==> src/hw/rtl/assert_macros.svh <==
// Assertion macros shared by the RTL. Every check is sampled on the rising edge of clk_i.
`ifndef ASSERT_MACROS_SVH
`define ASSERT_MACROS_SVH

// Checks a property while the block is out of reset.
`define JSE_ASSERT(lbl, prop, msg) \
  lbl: assert property (@(posedge clk_i) disable iff (!rst_ni) (prop)) else $error(msg);

// Checks a property at every edge, reset included.
`define JSE_ASSERT_ALWAYS(lbl, prop, msg) \
  lbl: assert property (@(posedge clk_i) (prop)) else $error(msg);

`endif

==> src/hw/rtl/jse_pkg.sv <==
`timescale 1ns / 1ps

package jse_pkg;

  localparam int MaxElements = 1024;
  localparam int DataW       = 32;
  localparam int IdxW        = 10;
  localparam int SizeW       = 11;
  // Search counters run a little past the largest array size.
  localparam int CntW        = 12;
  // floor(sqrt(2047)) is 45.
  localparam int RootW       = 6;

  localparam logic OpWrite  = 1'b0;
  localparam logic OpSearch = 1'b1;

  typedef enum logic [2:0] {
    ST_IDLE,
    ST_SQRT,
    ST_JUMP,
    ST_SCAN,
    ST_DONE
  } state_e;

endpackage

==> src/hw/rtl/jse_isqrt.sv <==
`timescale 1ns / 1ps

// Integer square root, one result bit per cycle from the top down.
module jse_isqrt (
  input  logic                        clk_i,
  input  logic                        rst_ni,
  input  logic                        start_i,
  input  logic [jse_pkg::SizeW-1:0]   value_i,
  output logic                        done_o,
  output logic [jse_pkg::RootW-1:0]   root_o
);

  localparam int BitW = $clog2(jse_pkg::RootW);

  logic                          busy_q;
  logic                          done_q;
  logic [BitW-1:0]               bit_q;
  logic [jse_pkg::RootW-1:0]     root_q;
  logic [jse_pkg::SizeW-1:0]     val_q;
  logic [jse_pkg::RootW-1:0]     trial;
  logic [2*jse_pkg::RootW-1:0]   square;
  logic                          fits;

  assign trial  = root_q | (jse_pkg::RootW'(1) << bit_q);
  assign square = (2*jse_pkg::RootW)'(trial) * (2*jse_pkg::RootW)'(trial);
  assign fits   = square <= (2*jse_pkg::RootW)'(val_q);

  always_ff @(posedge clk_i or negedge rst_ni) begin
    if (!rst_ni) begin
      busy_q <= 1'b0;
      done_q <= 1'b0;
      bit_q  <= '0;
    end else begin
      done_q <= busy_q && (bit_q == '0);
      if (start_i) begin
        busy_q <= 1'b1;
        bit_q  <= BitW'(jse_pkg::RootW - 1);
      end else if (busy_q) begin
        if (bit_q == '0) begin
          busy_q <= 1'b0;
        end else begin
          bit_q <= bit_q - 1'b1;
        end
      end
    end
  end

  always_ff @(posedge clk_i) begin
    if (start_i) begin
      root_q <= '0;
      val_q  <= value_i;
    end else if (busy_q && fits) begin
      root_q <= trial;
    end
  end

  assign done_o = done_q;
  assign root_o = root_q;

endmodule

==> config.mk <==
export PLATFORM = sky130hd
export DESIGN_NAME = jse_isqrt
export DESIGN_NICKNAME = d
export VERILOG_FILES = /design/src/hw/rtl/assert_macros.svh /design/src/hw/rtl/jse_pkg.sv /design/src/hw/rtl/jse_isqrt.sv
export SDC_FILE = /design/constraint.sdc
export NUM_CORES = 1
export LEC_CHECK = 0
export BUFFER_PORTS_ARGS = -buffer_cell sky130_fd_sc_hd__buf_4
export CAP_MARGIN = 15
export CORE_MARGIN = 2
export CORE_UTILIZATION = 58
export DETAILED_ROUTE_END_ITERATION = 8
export GPL_TIMING_DRIVEN = 0
export HOLD_SLACK_MARGIN = 0.08
export PLACE_DENSITY_LB_ADDON = 0.15
export SYNTH_ARGS = -nofsm -noshare
export SYNTH_HDL_FRONTEND = slang
export SYNTH_SLANG_ARGS = --single-unit
==> constraint.sdc <==
create_clock -name clk_i -period 6.2 [get_ports clk_i]
set_clock_uncertainty 0.15 [all_clocks]
set_input_delay 1.24 -clock clk_i [delete_from_list [all_inputs] [get_ports clk_i]]
set_output_delay 1.24 -clock clk_i [all_outputs]
set_load 0.05 [all_outputs]
==> results of run 1 <==
-- cell usage in the layout, fill, tap and decap left out, types with 4 or more instances in the layout --
master,n
sky130_fd_sc_hd__a21oi_1,13
sky130_fd_sc_hd__buf_4,20
sky130_fd_sc_hd__dfrtp_1,5
sky130_fd_sc_hd__dfxtp_1,6
sky130_fd_sc_hd__edfxtp_1,11
sky130_fd_sc_hd__fa_1,8
sky130_fd_sc_hd__ha_1,28
sky130_fd_sc_hd__inv_1,32
sky130_fd_sc_hd__nand2_1,10
sky130_fd_sc_hd__nand4b_1,4
sky130_fd_sc_hd__nor2_1,22
sky130_fd_sc_hd__nor3_1,5
sky130_fd_sc_hd__o22ai_1,7
sky130_fd_sc_hd__xnor2_1,6
-- power by group --
part,leakage [µW],switching (µW),internal [µW]
Sequential,0.000213,22.0,181
Clock,0.0000154,42.6,23.5
Combinational,0.000780,366,236
-- how the worst max path moves through the flow --
stage | from | end | slack (ns)
final | bit_q[0] | root_o[2] | 0.45
after global routing | bit_q[0] | root_o[2] | 0.06
after CTS | bit_q[0] | root_o[2] | 0.44
after detailed placement | bit_q[0] | root_o[2] | 0.47
after global placement | bit_q[0] | root_o[3] | 0.62
after floorplan | bit_q[0] | root_o[1] | 1.07
-- synthesized netlist by cell type --
library cell                instances
sky130_fd_sc_hd__o211ai_1           1
sky130_fd_sc_hd__o21ai_1            1
sky130_fd_sc_hd__nand4b_1           4
sky130_fd_sc_hd__nand2_1           10
sky130_fd_sc_hd__a21oi_1           13
sky130_fd_sc_hd__clkbuf_1           1
sky130_fd_sc_hd__edfxtp_1          11
sky130_fd_sc_hd__a2111o_1           1
sky130_fd_sc_hd__mux2i_1            1
sky130_fd_sc_hd__nand4_1            3
sky130_fd_sc_hd__and3_1             1
sky130_fd_sc_hd__or2_1              2
sky130_fd_sc_hd__or4_4              1
sky130_fd_sc_hd__inv_1             32
sky130_fd_sc_hd__dfrtp_1            5
sky130_fd_sc_hd__nor3_1             5
sky130_fd_sc_hd__o21a_1             1
sky130_fd_sc_hd__and2_1             2
sky130_fd_sc_hd__o22ai_4            1
sky130_fd_sc_hd__nand3_1            1
sky130_fd_sc_hd__ha_1              28
sky130_fd_sc_hd__a211oi_1           2
sky130_fd_sc_hd__and3b_1            1
sky130_fd_sc_hd__nor2b_1            3
sky130_fd_sc_hd__a21boi_1           1
sky130_fd_sc_hd__fa_1               8
sky130_fd_sc_hd__dfxtp_1            6
sky130_fd_sc_hd__inv_2              1
sky130_fd_sc_hd__o211ai_2           1
sky130_fd_sc_hd__nand4bb_1          1
sky130_fd_sc_hd__a211o_1            1
sky130_fd_sc_hd__xnor2_1            6
sky130_fd_sc_hd__nor2_1            22
sky130_fd_sc_hd__a21o_1             1
sky130_fd_sc_hd__nand2b_1           3
sky130_fd_sc_hd__o22ai_1            7
sky130_fd_sc_hd__xor2_1             2
sky130_fd_sc_hd__o21ai_0            3
sky130_fd_sc_hd__and2b_4            1
-- cell type report --
cell class / instances / area [µm²] / share of cell area [%]
Clock inverter: 1 / 3.75 / 0.182
Multi-Input combinational cell: 139 / 1130 / 54.8
Sequential cell: 22 / 576 / 27.9
Inverter: 33 / 124 / 6.00
Timing Repair Buffer: 20 / 150 / 7.27
Tap cell: 44 / 55.1 / 2.67
Clock buffer: 3 / 22.5 / 1.09
Buffer: 1 / 3.75 / 0.182
-- routing by layer --
metal / vias to the layer above / wire, µm / global-route usage (%)
li1: 720 / - / -
met1: 694 / 1500 / 28.5
met2: 17 / 1870 / 39.8
met3: 7 / 83 / 3.03
met4: 0 / 56 / 6.67
met5: - / 0 / 0
-- logic make-up after synthesis --
family | after synthesis
AND/OR/NAND/NOR | 60
flip-flops | 22
XOR/XNOR | 8
multiplexers | 1
AO/OA/AOI/OAI | 34
adder cells (fa/ha/maj) | 36
buffers and inverters | 34
-- critical path, stage by stage (launching register included) --
cell                       delay (ns)
sky130_fd_sc_hd__dfrtp_1         0.39
sky130_fd_sc_hd__inv_1           0.10
sky130_fd_sc_hd__ha_1            0.25
sky130_fd_sc_hd__nor2b_1         0.17
sky130_fd_sc_hd__nor2_1          0.36
sky130_fd_sc_hd__nor2_1          0.14
sky130_fd_sc_hd__fa_1            0.58
sky130_fd_sc_hd__inv_1           0.08
sky130_fd_sc_hd__fa_1            0.53
sky130_fd_sc_hd__inv_1           0.05
sky130_fd_sc_hd__fa_1            0.47
sky130_fd_sc_hd__ha_1            0.36
sky130_fd_sc_hd__a21o_1          0.18
sky130_fd_sc_hd__a211oi_1        0.22
sky130_fd_sc_hd__nor2_1          0.07
sky130_fd_sc_hd__ha_1            0.31
sky130_fd_sc_hd__nand4_1         0.16
sky130_fd_sc_hd__or4_4           0.54
sky130_fd_sc_hd__o22ai_4         0.24
sky130_fd_sc_hd__nand4_1         0.13
sky130_fd_sc_hd__o22ai_1         0.18
-- sequential cells by signal, indices dropped and copies added, names as in the netlist --
signal / count
val_q: 11
done_o: 1
bit_q: 3
root_o: 6
busy_q: 1
-- metrics by stage --
| stage | total power [µW] | utilization [%] | cell area (µm²) | worst slack, ns |
|---|---|---|---|---|
| 2_1_floorplan | 668 | - | 1830 | 1.07 |
| 3_3_place_gp | 770 | 67.4 | 2040 | 0.622 |
| 3_5_place_dp | 807 | 67.4 | 2040 | 0.470 |
| 4_1_cts | 877 | 68.2 | 2070 | 0.442 |
| 5_1_grt | 961 | 68.2 | 2070 | 0.0577 |
| 6_report | 871 | 68.2 | 2070 | 0.451 |
==> impl_metrics.prom, run 1 <==
# TYPE chip_impl_metric gauge
chip_impl_metric{name="gp_congestion",unit=""} 0.782
chip_impl_info{name="netlist.top_cell.by_area",value="sky130_fd_sc_hd__ha_1"} 1
chip_impl_metric{name="clock_sink_count",unit=""} 22
chip_impl_metric{name="design.core.area",unit="µm²"} 3030
chip_impl_metric{name="synth.distinct_cells",unit=""} 39
chip_impl_metric{name="clock_tree.htree_level_count",unit=""} 1
chip_impl_metric{name="post-route-drc-count",unit=""} 0
chip_impl_info{name="critical_path.endpoint_type",value="flip-flop"} 1
chip_impl_metric{name="antenna_cells_inserted",unit=""} 0
chip_impl_metric{name="reg2reg_slack",unit="ns"} 0.45
chip_impl_info{name="tritoncts_clock_tree",value="done"} 1
chip_impl_metric{name="clock_pin_slew_on_the_worst_setup_and_hold_paths",unit="ns"} 0.11
chip_impl_metric{name="via_count_of_the_first_global_routing_pass",unit=""} 1403
chip_impl_metric{name="initial_antenna_violation_count",unit=""} 0
chip_impl_metric{name="grt_overflow",unit=""} 0
chip_impl_info{name="synth.area.top_cells",value="sky130_fd_sc_hd__ha_1 (19%), sky130_fd_sc_hd__edfxtp_1 (18%), sky130_fd_sc_hd__fa_1 (8.7%)"} 1
chip_impl_metric{name="critPathArrivalTime",unit="ns"} 5.82
chip_impl_metric{name="io_pins",unit=""} 21
chip_impl_info{name="timing.hold.worst_endpoint",value="root_o[3]"} 1
chip_impl_metric{name="critical_path.max_fanout",unit=""} 6
chip_impl_metric{name="grt_first_pass_wirelength",unit="mm"} 6.09
chip_impl_metric{name="areaGrowthSynthToFinish",unit="%"} 12.6
chip_impl_metric{name="drt_first_pass_iters",unit=""} 4
chip_impl_metric{name="max-clock-path-buffers",unit=""} 2
chip_impl_metric{name="reg2regPathDepth",unit=""} 20
chip_impl_metric{name="leakagePower",unit="µW"} 0.00101
chip_impl_metric{name="worst_hold_slack",unit="ns"} 0.364
chip_impl_info{name="worstSetupPathType",value="flip-flop to flip-flop"} 1
chip_impl_metric{name="clock_latency",unit="ns"} 0.31
chip_impl_info{name="worst_hold_launch",value="root_o[3]"} 1
chip_impl_metric{name="fin_cells",unit=""} 263
chip_impl_metric{name="core.rowCount",unit=""} 20
chip_impl_metric{name="netlist_instances",unit=""} 195
chip_impl_metric{name="max_slew_margin",unit="%"} 50.2
chip_impl_info{name="status",value="complete, no violations"} 1
chip_impl_metric{name="layout_worst_path_cycle_share",unit="%"} 92.7
chip_impl_metric{name="maxSlewViolCount",unit=""} 0
chip_impl_metric{name="routed-via-count",unit=""} 1438
chip_impl_info{name="root_buffer_cell",value="sky130_fd_sc_hd__clkbuf_4"} 1
chip_impl_metric{name="route.final.wire_length",unit="mm"} 3.52
chip_impl_metric{name="worstPathRequired",unit="ns"} 6.28
chip_impl_info{name="startpoint_type_of_the_worst_setup_path",value="flip-flop"} 1
chip_impl_info{name="regToRegEndpoint",value="root_o[2]"} 1
chip_impl_metric{name="vias_per_cell",unit=""} 5.47
chip_impl_metric{name="placement.io_buffers",unit=""} 20
chip_impl_metric{name="max-vdd-ir-drop",unit="mV"} 0.234
chip_impl_metric{name="fmaxAchievable",unit="MHz"} 174
chip_impl_metric{name="dp_hpwl",unit="mm"} 2.89
chip_impl_metric{name="synth.avg_cell_area",unit="µm²"} 9.41
chip_impl_metric{name="drive_gt1_share",unit="%"} 12.8
chip_impl_metric{name="yosys_reg_bits",unit=""} 22
chip_impl_metric{name="compound_gate_portion_of_the_synthesized_area",unit="%"} 12.3
chip_impl_metric{name="cts_made_buffers",unit=""} 3
chip_impl_metric{name="final_hold_viol_count",unit=""} 0
chip_impl_info{name="launching_point_of_the_worst_reg2reg_path",value="bit_q[0]"} 1
chip_impl_metric{name="fp.dieArea",unit="µm²"} 3630
chip_impl_metric{name="initial_core_util",unit="%"} 60.6
chip_impl_metric{name="finalSetupViolCount",unit=""} 0
chip_impl_metric{name="number_of_setup_buffers_added_after_cts",unit=""} 0
chip_impl_metric{name="placedCellCount",unit=""} 259
chip_impl_metric{name="synthAdderAreaFrac",unit="%"} 27.8
chip_impl_metric{name="tightestPinTransition",unit="ns"} 0.747
chip_impl_metric{name="drtIter0Drc",unit=""} 60
chip_impl_metric{name="cell_depth_of_the_worst_hold_path",unit=""} 2
chip_impl_metric{name="grt_use_total",unit="%"} 22.5
chip_impl_info{name="timing.hold.worst.class",value="flip-flop to flip-flop"} 1
chip_impl_metric{name="synth_xor_xnor_area_share",unit="%"} 3.82
chip_impl_metric{name="setup_total_negative_slack",unit="ns"} 0
chip_impl_metric{name="postCtsHoldBufs",unit=""} 0
chip_impl_metric{name="vertical_die_dimension",unit="µm"} 60.2
chip_impl_metric{name="yosys_warnings",unit=""} 0
chip_impl_metric{name="power_per_unit_of_standard_cell_area",unit="nW/µm²"} 422
chip_impl_metric{name="drt_wl_cell",unit="µm"} 13.4
chip_impl_metric{name="post-synth-top-area-fraction",unit="%"} 19.1
chip_impl_info{name="rsz0062_at_grt",value="no"} 1
chip_impl_metric{name="syn-num-nets",unit=""} 245
chip_impl_metric{name="synthSimpleGateAreaFrac",unit="%"} 17.1
chip_impl_info{name="largest_family_of_logic_cells_by_synthesized_area",value="adder cells"} 1
chip_impl_metric{name="number_of_nets_in_the_final_layout",unit=""} 270
chip_impl_metric{name="post_route_minimum_period",unit="ns"} 5.75
chip_impl_metric{name="cts.repair.resized",unit=""} 0
chip_impl_metric{name="floorplan.die.width",unit="µm"} 60.2
chip_impl_metric{name="grt_max_degree",unit=""} 15
chip_impl_metric{name="drtAntennaViolNets",unit=""} 0
chip_impl_metric{name="mux_contribution_to_synthesized_area",unit="%"} 0.546
chip_impl_metric{name="max_cap_violations",unit=""} 0
chip_impl_metric{name="synth.cell_area",unit="µm²"} 1830
chip_impl_metric{name="seq_total_area_yosys",unit="%"} 31.4
chip_impl_metric{name="final.fill_count",unit=""} 255
Note: power is estimated with default switching activity, not from simulation.
==> inputs of run 2 (changes only) <==
Settings changed: CAP_MARGIN 15 to not set, CORE_ASPECT_RATIO set to 0.8, CORE_UTILIZATION 58 to 53.
Clock period 6.2 ns to 5 ns, I/O delays scaled along.
==> impl_metrics.prom, run 2 (same netlist as run 1, synthesis figures left out) <==
# TYPE chip_impl_metric gauge
chip_impl_metric{name="vias_per_cell",unit=""} 5.62
chip_impl_info{name="timing.hold.worst.class",value="input port to async pin"} 1
chip_impl_metric{name="number_of_nets_in_the_final_layout",unit=""} 287
chip_impl_metric{name="max_slew_margin",unit="%"} 63.2
chip_impl_metric{name="design.core.area",unit="µm²"} 3380
chip_impl_metric{name="worstPathRequired",unit="ns"} 5.04
chip_impl_metric{name="postCtsHoldBufs",unit=""} 0
chip_impl_info{name="launching_point_of_the_worst_reg2reg_path",value="bit_q[0]"} 1
chip_impl_metric{name="clock_tree.htree_level_count",unit=""} 1
chip_impl_metric{name="drive_gt1_share",unit="%"} 29.2
chip_impl_metric{name="max-vdd-ir-drop",unit="mV"} 0.335
chip_impl_info{name="critical_path_cell_list",value="inv_2, ha_4, nor2b_4, nor2_4, nor2_2, fa_1, inv_2, fa_1, inv_2, fa_1, ha_4, a21o_1, a211oi_2, nor2_1, ha_1, nand4_1, or4_4, o22ai_4, nand4_1, o22ai_1"} 1
chip_impl_info{name="root_buffer_cell",value="sky130_fd_sc_hd__clkbuf_8"} 1
chip_impl_metric{name="areaGrowthSynthToFinish",unit="%"} 27.7
chip_impl_metric{name="initial_antenna_violation_count",unit=""} 0
chip_impl_info{name="worstSetupPathType",value="flip-flop to flip-flop"} 1
chip_impl_metric{name="tightestPinTransition",unit="ns"} 0.548
chip_impl_metric{name="power_per_unit_of_standard_cell_area",unit="nW/µm²"} 575
chip_impl_metric{name="drt_first_pass_iters",unit=""} 4
chip_impl_metric{name="largest_reg_flops",unit=""} 11
chip_impl_metric{name="grt_use_total",unit="%"} 22.9
chip_impl_info{name="failed_checks",value="negative setup slack"} 1
chip_impl_metric{name="max-clock-path-buffers",unit=""} 2
chip_impl_metric{name="reg2regPathDepth",unit=""} 20
chip_impl_metric{name="reg2reg_slack",unit="ns"} -0.12
chip_impl_metric{name="fmaxAchievable",unit="MHz"} 195
chip_impl_metric{name="grt_overflow",unit=""} 0
chip_impl_metric{name="layout_worst_path_cycle_share",unit="%"} 102
chip_impl_info{name="status",value="finished with violations"} 1
chip_impl_info{name="layout_commonest_cell",value="sky130_fd_sc_hd__buf_4"} 1
chip_impl_metric{name="fp.dieArea",unit="µm²"} 3950
chip_impl_info{name="critical_path.endpoint_type",value="flip-flop"} 1
chip_impl_info{name="layout.cells.most_common_list",value="sky130_fd_sc_hd__buf_4 (37), sky130_fd_sc_hd__inv_1 (28), sky130_fd_sc_hd__ha_1 (23)"} 1
chip_impl_metric{name="grt_max_degree",unit=""} 15
chip_impl_info{name="crit_path_top_delay_cell",value="sky130_fd_sc_hd__fa_1"} 1
chip_impl_metric{name="dp_hpwl",unit="mm"} 2.88
chip_impl_metric{name="vertical_die_dimension",unit="µm"} 56.6
chip_impl_metric{name="maxSlewViolCount",unit=""} 0
chip_impl_metric{name="gp_congestion",unit=""} 0.871
chip_impl_metric{name="placedCellCount",unit=""} 257
chip_impl_metric{name="placement.io_buffers",unit=""} 20
chip_impl_metric{name="dpl_cell_area",unit="µm²"} 2060
chip_impl_metric{name="critPathArrivalTime",unit="ns"} 5.16
chip_impl_metric{name="route.final.wire_length",unit="mm"} 4.43
chip_impl_metric{name="floorplan.die.width",unit="µm"} 69.8
chip_impl_info{name="regToRegEndpoint",value="root_o[4]"} 1
chip_impl_metric{name="finalSetupViolCount",unit=""} 6
chip_impl_metric{name="core.rowCount",unit=""} 19
chip_impl_metric{name="max_cap_violations",unit=""} 0
chip_impl_metric{name="clock_pin_slew_on_the_worst_setup_and_hold_paths",unit="ns"} 0.07
chip_impl_info{name="rsz0062_at_grt",value="yes"} 1
chip_impl_metric{name="via_count_of_the_first_global_routing_pass",unit=""} 1560
chip_impl_metric{name="antenna_cells_inserted",unit=""} 0
chip_impl_metric{name="route.met2.wl",unit="mm"} 2.26
chip_impl_metric{name="drtIter0Drc",unit=""} 74
chip_impl_metric{name="cts_made_buffers",unit=""} 3
chip_impl_info{name="startpoint_type_of_the_worst_setup_path",value="flip-flop"} 1
chip_impl_metric{name="layout.cell_area.non_filler",unit="µm²"} 2340
chip_impl_metric{name="routed-via-count",unit=""} 1563
chip_impl_metric{name="grt_first_pass_wirelength",unit="mm"} 7.09
chip_impl_metric{name="io_pins",unit=""} 21
chip_impl_metric{name="post_route_minimum_period",unit="ns"} 5.12
chip_impl_metric{name="drt_wl_cell",unit="µm"} 15.9
chip_impl_metric{name="clock_sink_count",unit=""} 22
chip_impl_metric{name="finalWorstSetupSlack",unit="ns"} -0.116
chip_impl_metric{name="wl_met3",unit="µm"} 284
chip_impl_metric{name="drtAntennaViolNets",unit=""} 0
chip_impl_metric{name="initial_core_util",unit="%"} 54.3
chip_impl_metric{name="leakagePower",unit="µW"} 0.00110
chip_impl_metric{name="delay_contributed_by_the_slowest_stage_of_the_critical_path",unit="ns"} 0.55
chip_impl_info{name="top_signal_layer_used",value="met4"} 1
chip_impl_metric{name="post-route-drc-count",unit=""} 0
chip_impl_info{name="tritoncts_clock_tree",value="done"} 1
chip_impl_metric{name="fin_cells",unit=""} 278
chip_impl_metric{name="critical_path.max_fanout",unit=""} 6
chip_impl_metric{name="clock_latency",unit="ns"} 0.27
chip_impl_info{name="largest-register",value="val_q"} 1
chip_impl_metric{name="wl_met1",unit="mm"} 1.81
chip_impl_metric{name="final_hold_viol_count",unit=""} 0
-- run 2: cell types whose count changed in the layout (fill, tap and decap cells not counted), sizes merged --
cell	before	now
clkbuf	4	5
clkinv	1	0
buf	20	37
-- run 2: stage by stage --
step | hold slack (ns) | TNS [ns] | setup slack [ns] | util (%) | power, µW
2_1_floorplan | 0.364 | 0 | 0.00612 | - | 853
6_report | 0.368 | -0.537 | -0.116 | 69.4 | 1350
3_5_place_dp | 0.337 | -3.93 | -0.674 | 61.2 | 1020
4_1_cts | 0.367 | 0 | 0.0154 | 67.7 | 1270
3_3_place_gp | 0.330 | -2.83 | -0.488 | 61.2 | 984
5_1_grt | 0.367 | -1.51 | -0.269 | 69.4 | 1450
-- run 2: worst max-delay path: cells and delay by family (launching register included) --
| family | cells | cell delay [ns] |
|---|---|---|
| DFF | 1 | 0.41 |
| AOI/OAI and AO/OA | 4 | 0.82 |
| buffers and inverters | 3 | 0.18 |
| adders and majority gates | 6 | 2.26 |
| and+or+nand+nor | 7 | 1.21 |
-- run 2: worst max-delay path by stage --
stage,startpoint,end,slack [ns]
after floorplan,bit_q[1],root_o[1],0.006
after global placement,bit_q[1],root_o[1],-0.49
after detailed placement,bit_q[1],root_o[5],-0.67
after CTS,bit_q[1],root_o[3],0.02
after global routing,bit_q[0],root_o[1],-0.27
final,bit_q[0],root_o[4],-0.12
-- run 2: area by class of cell --
class	instances	area, µm²
multi-input cells	139	1260
fillers	255	1030
flip-flops and latches	22	577
repair buffers	37	278
inverters	33	124
well taps	42	52.6
clock buffers	4	45.0
plain buffers	1	3.75
-- run 2: power by group --
part / internal [µW] / total, µW / switching (µW)
Clock: 57.0 / 116 / 59.2
Combinational: 422 / 963 / 541
Sequential: 225 / 268 / 43.1
Total: 704 / 1350 / 644
-- run 2: routing by layer --
metal	up-vias	track usage (%)
met1	751	29.2
li1	748	-
met4	0	9.07
met3	7	2.51
met2	57	40.0
met5	-	0
-- run 2: timing repair --
action                                  in CTS  in global routing
endpoints found under the setup margin       6                  6
cloned                                       0                  0
pin swaps                                   13                  3
resized for setup                           19                  8
setup buffers                               12                  5
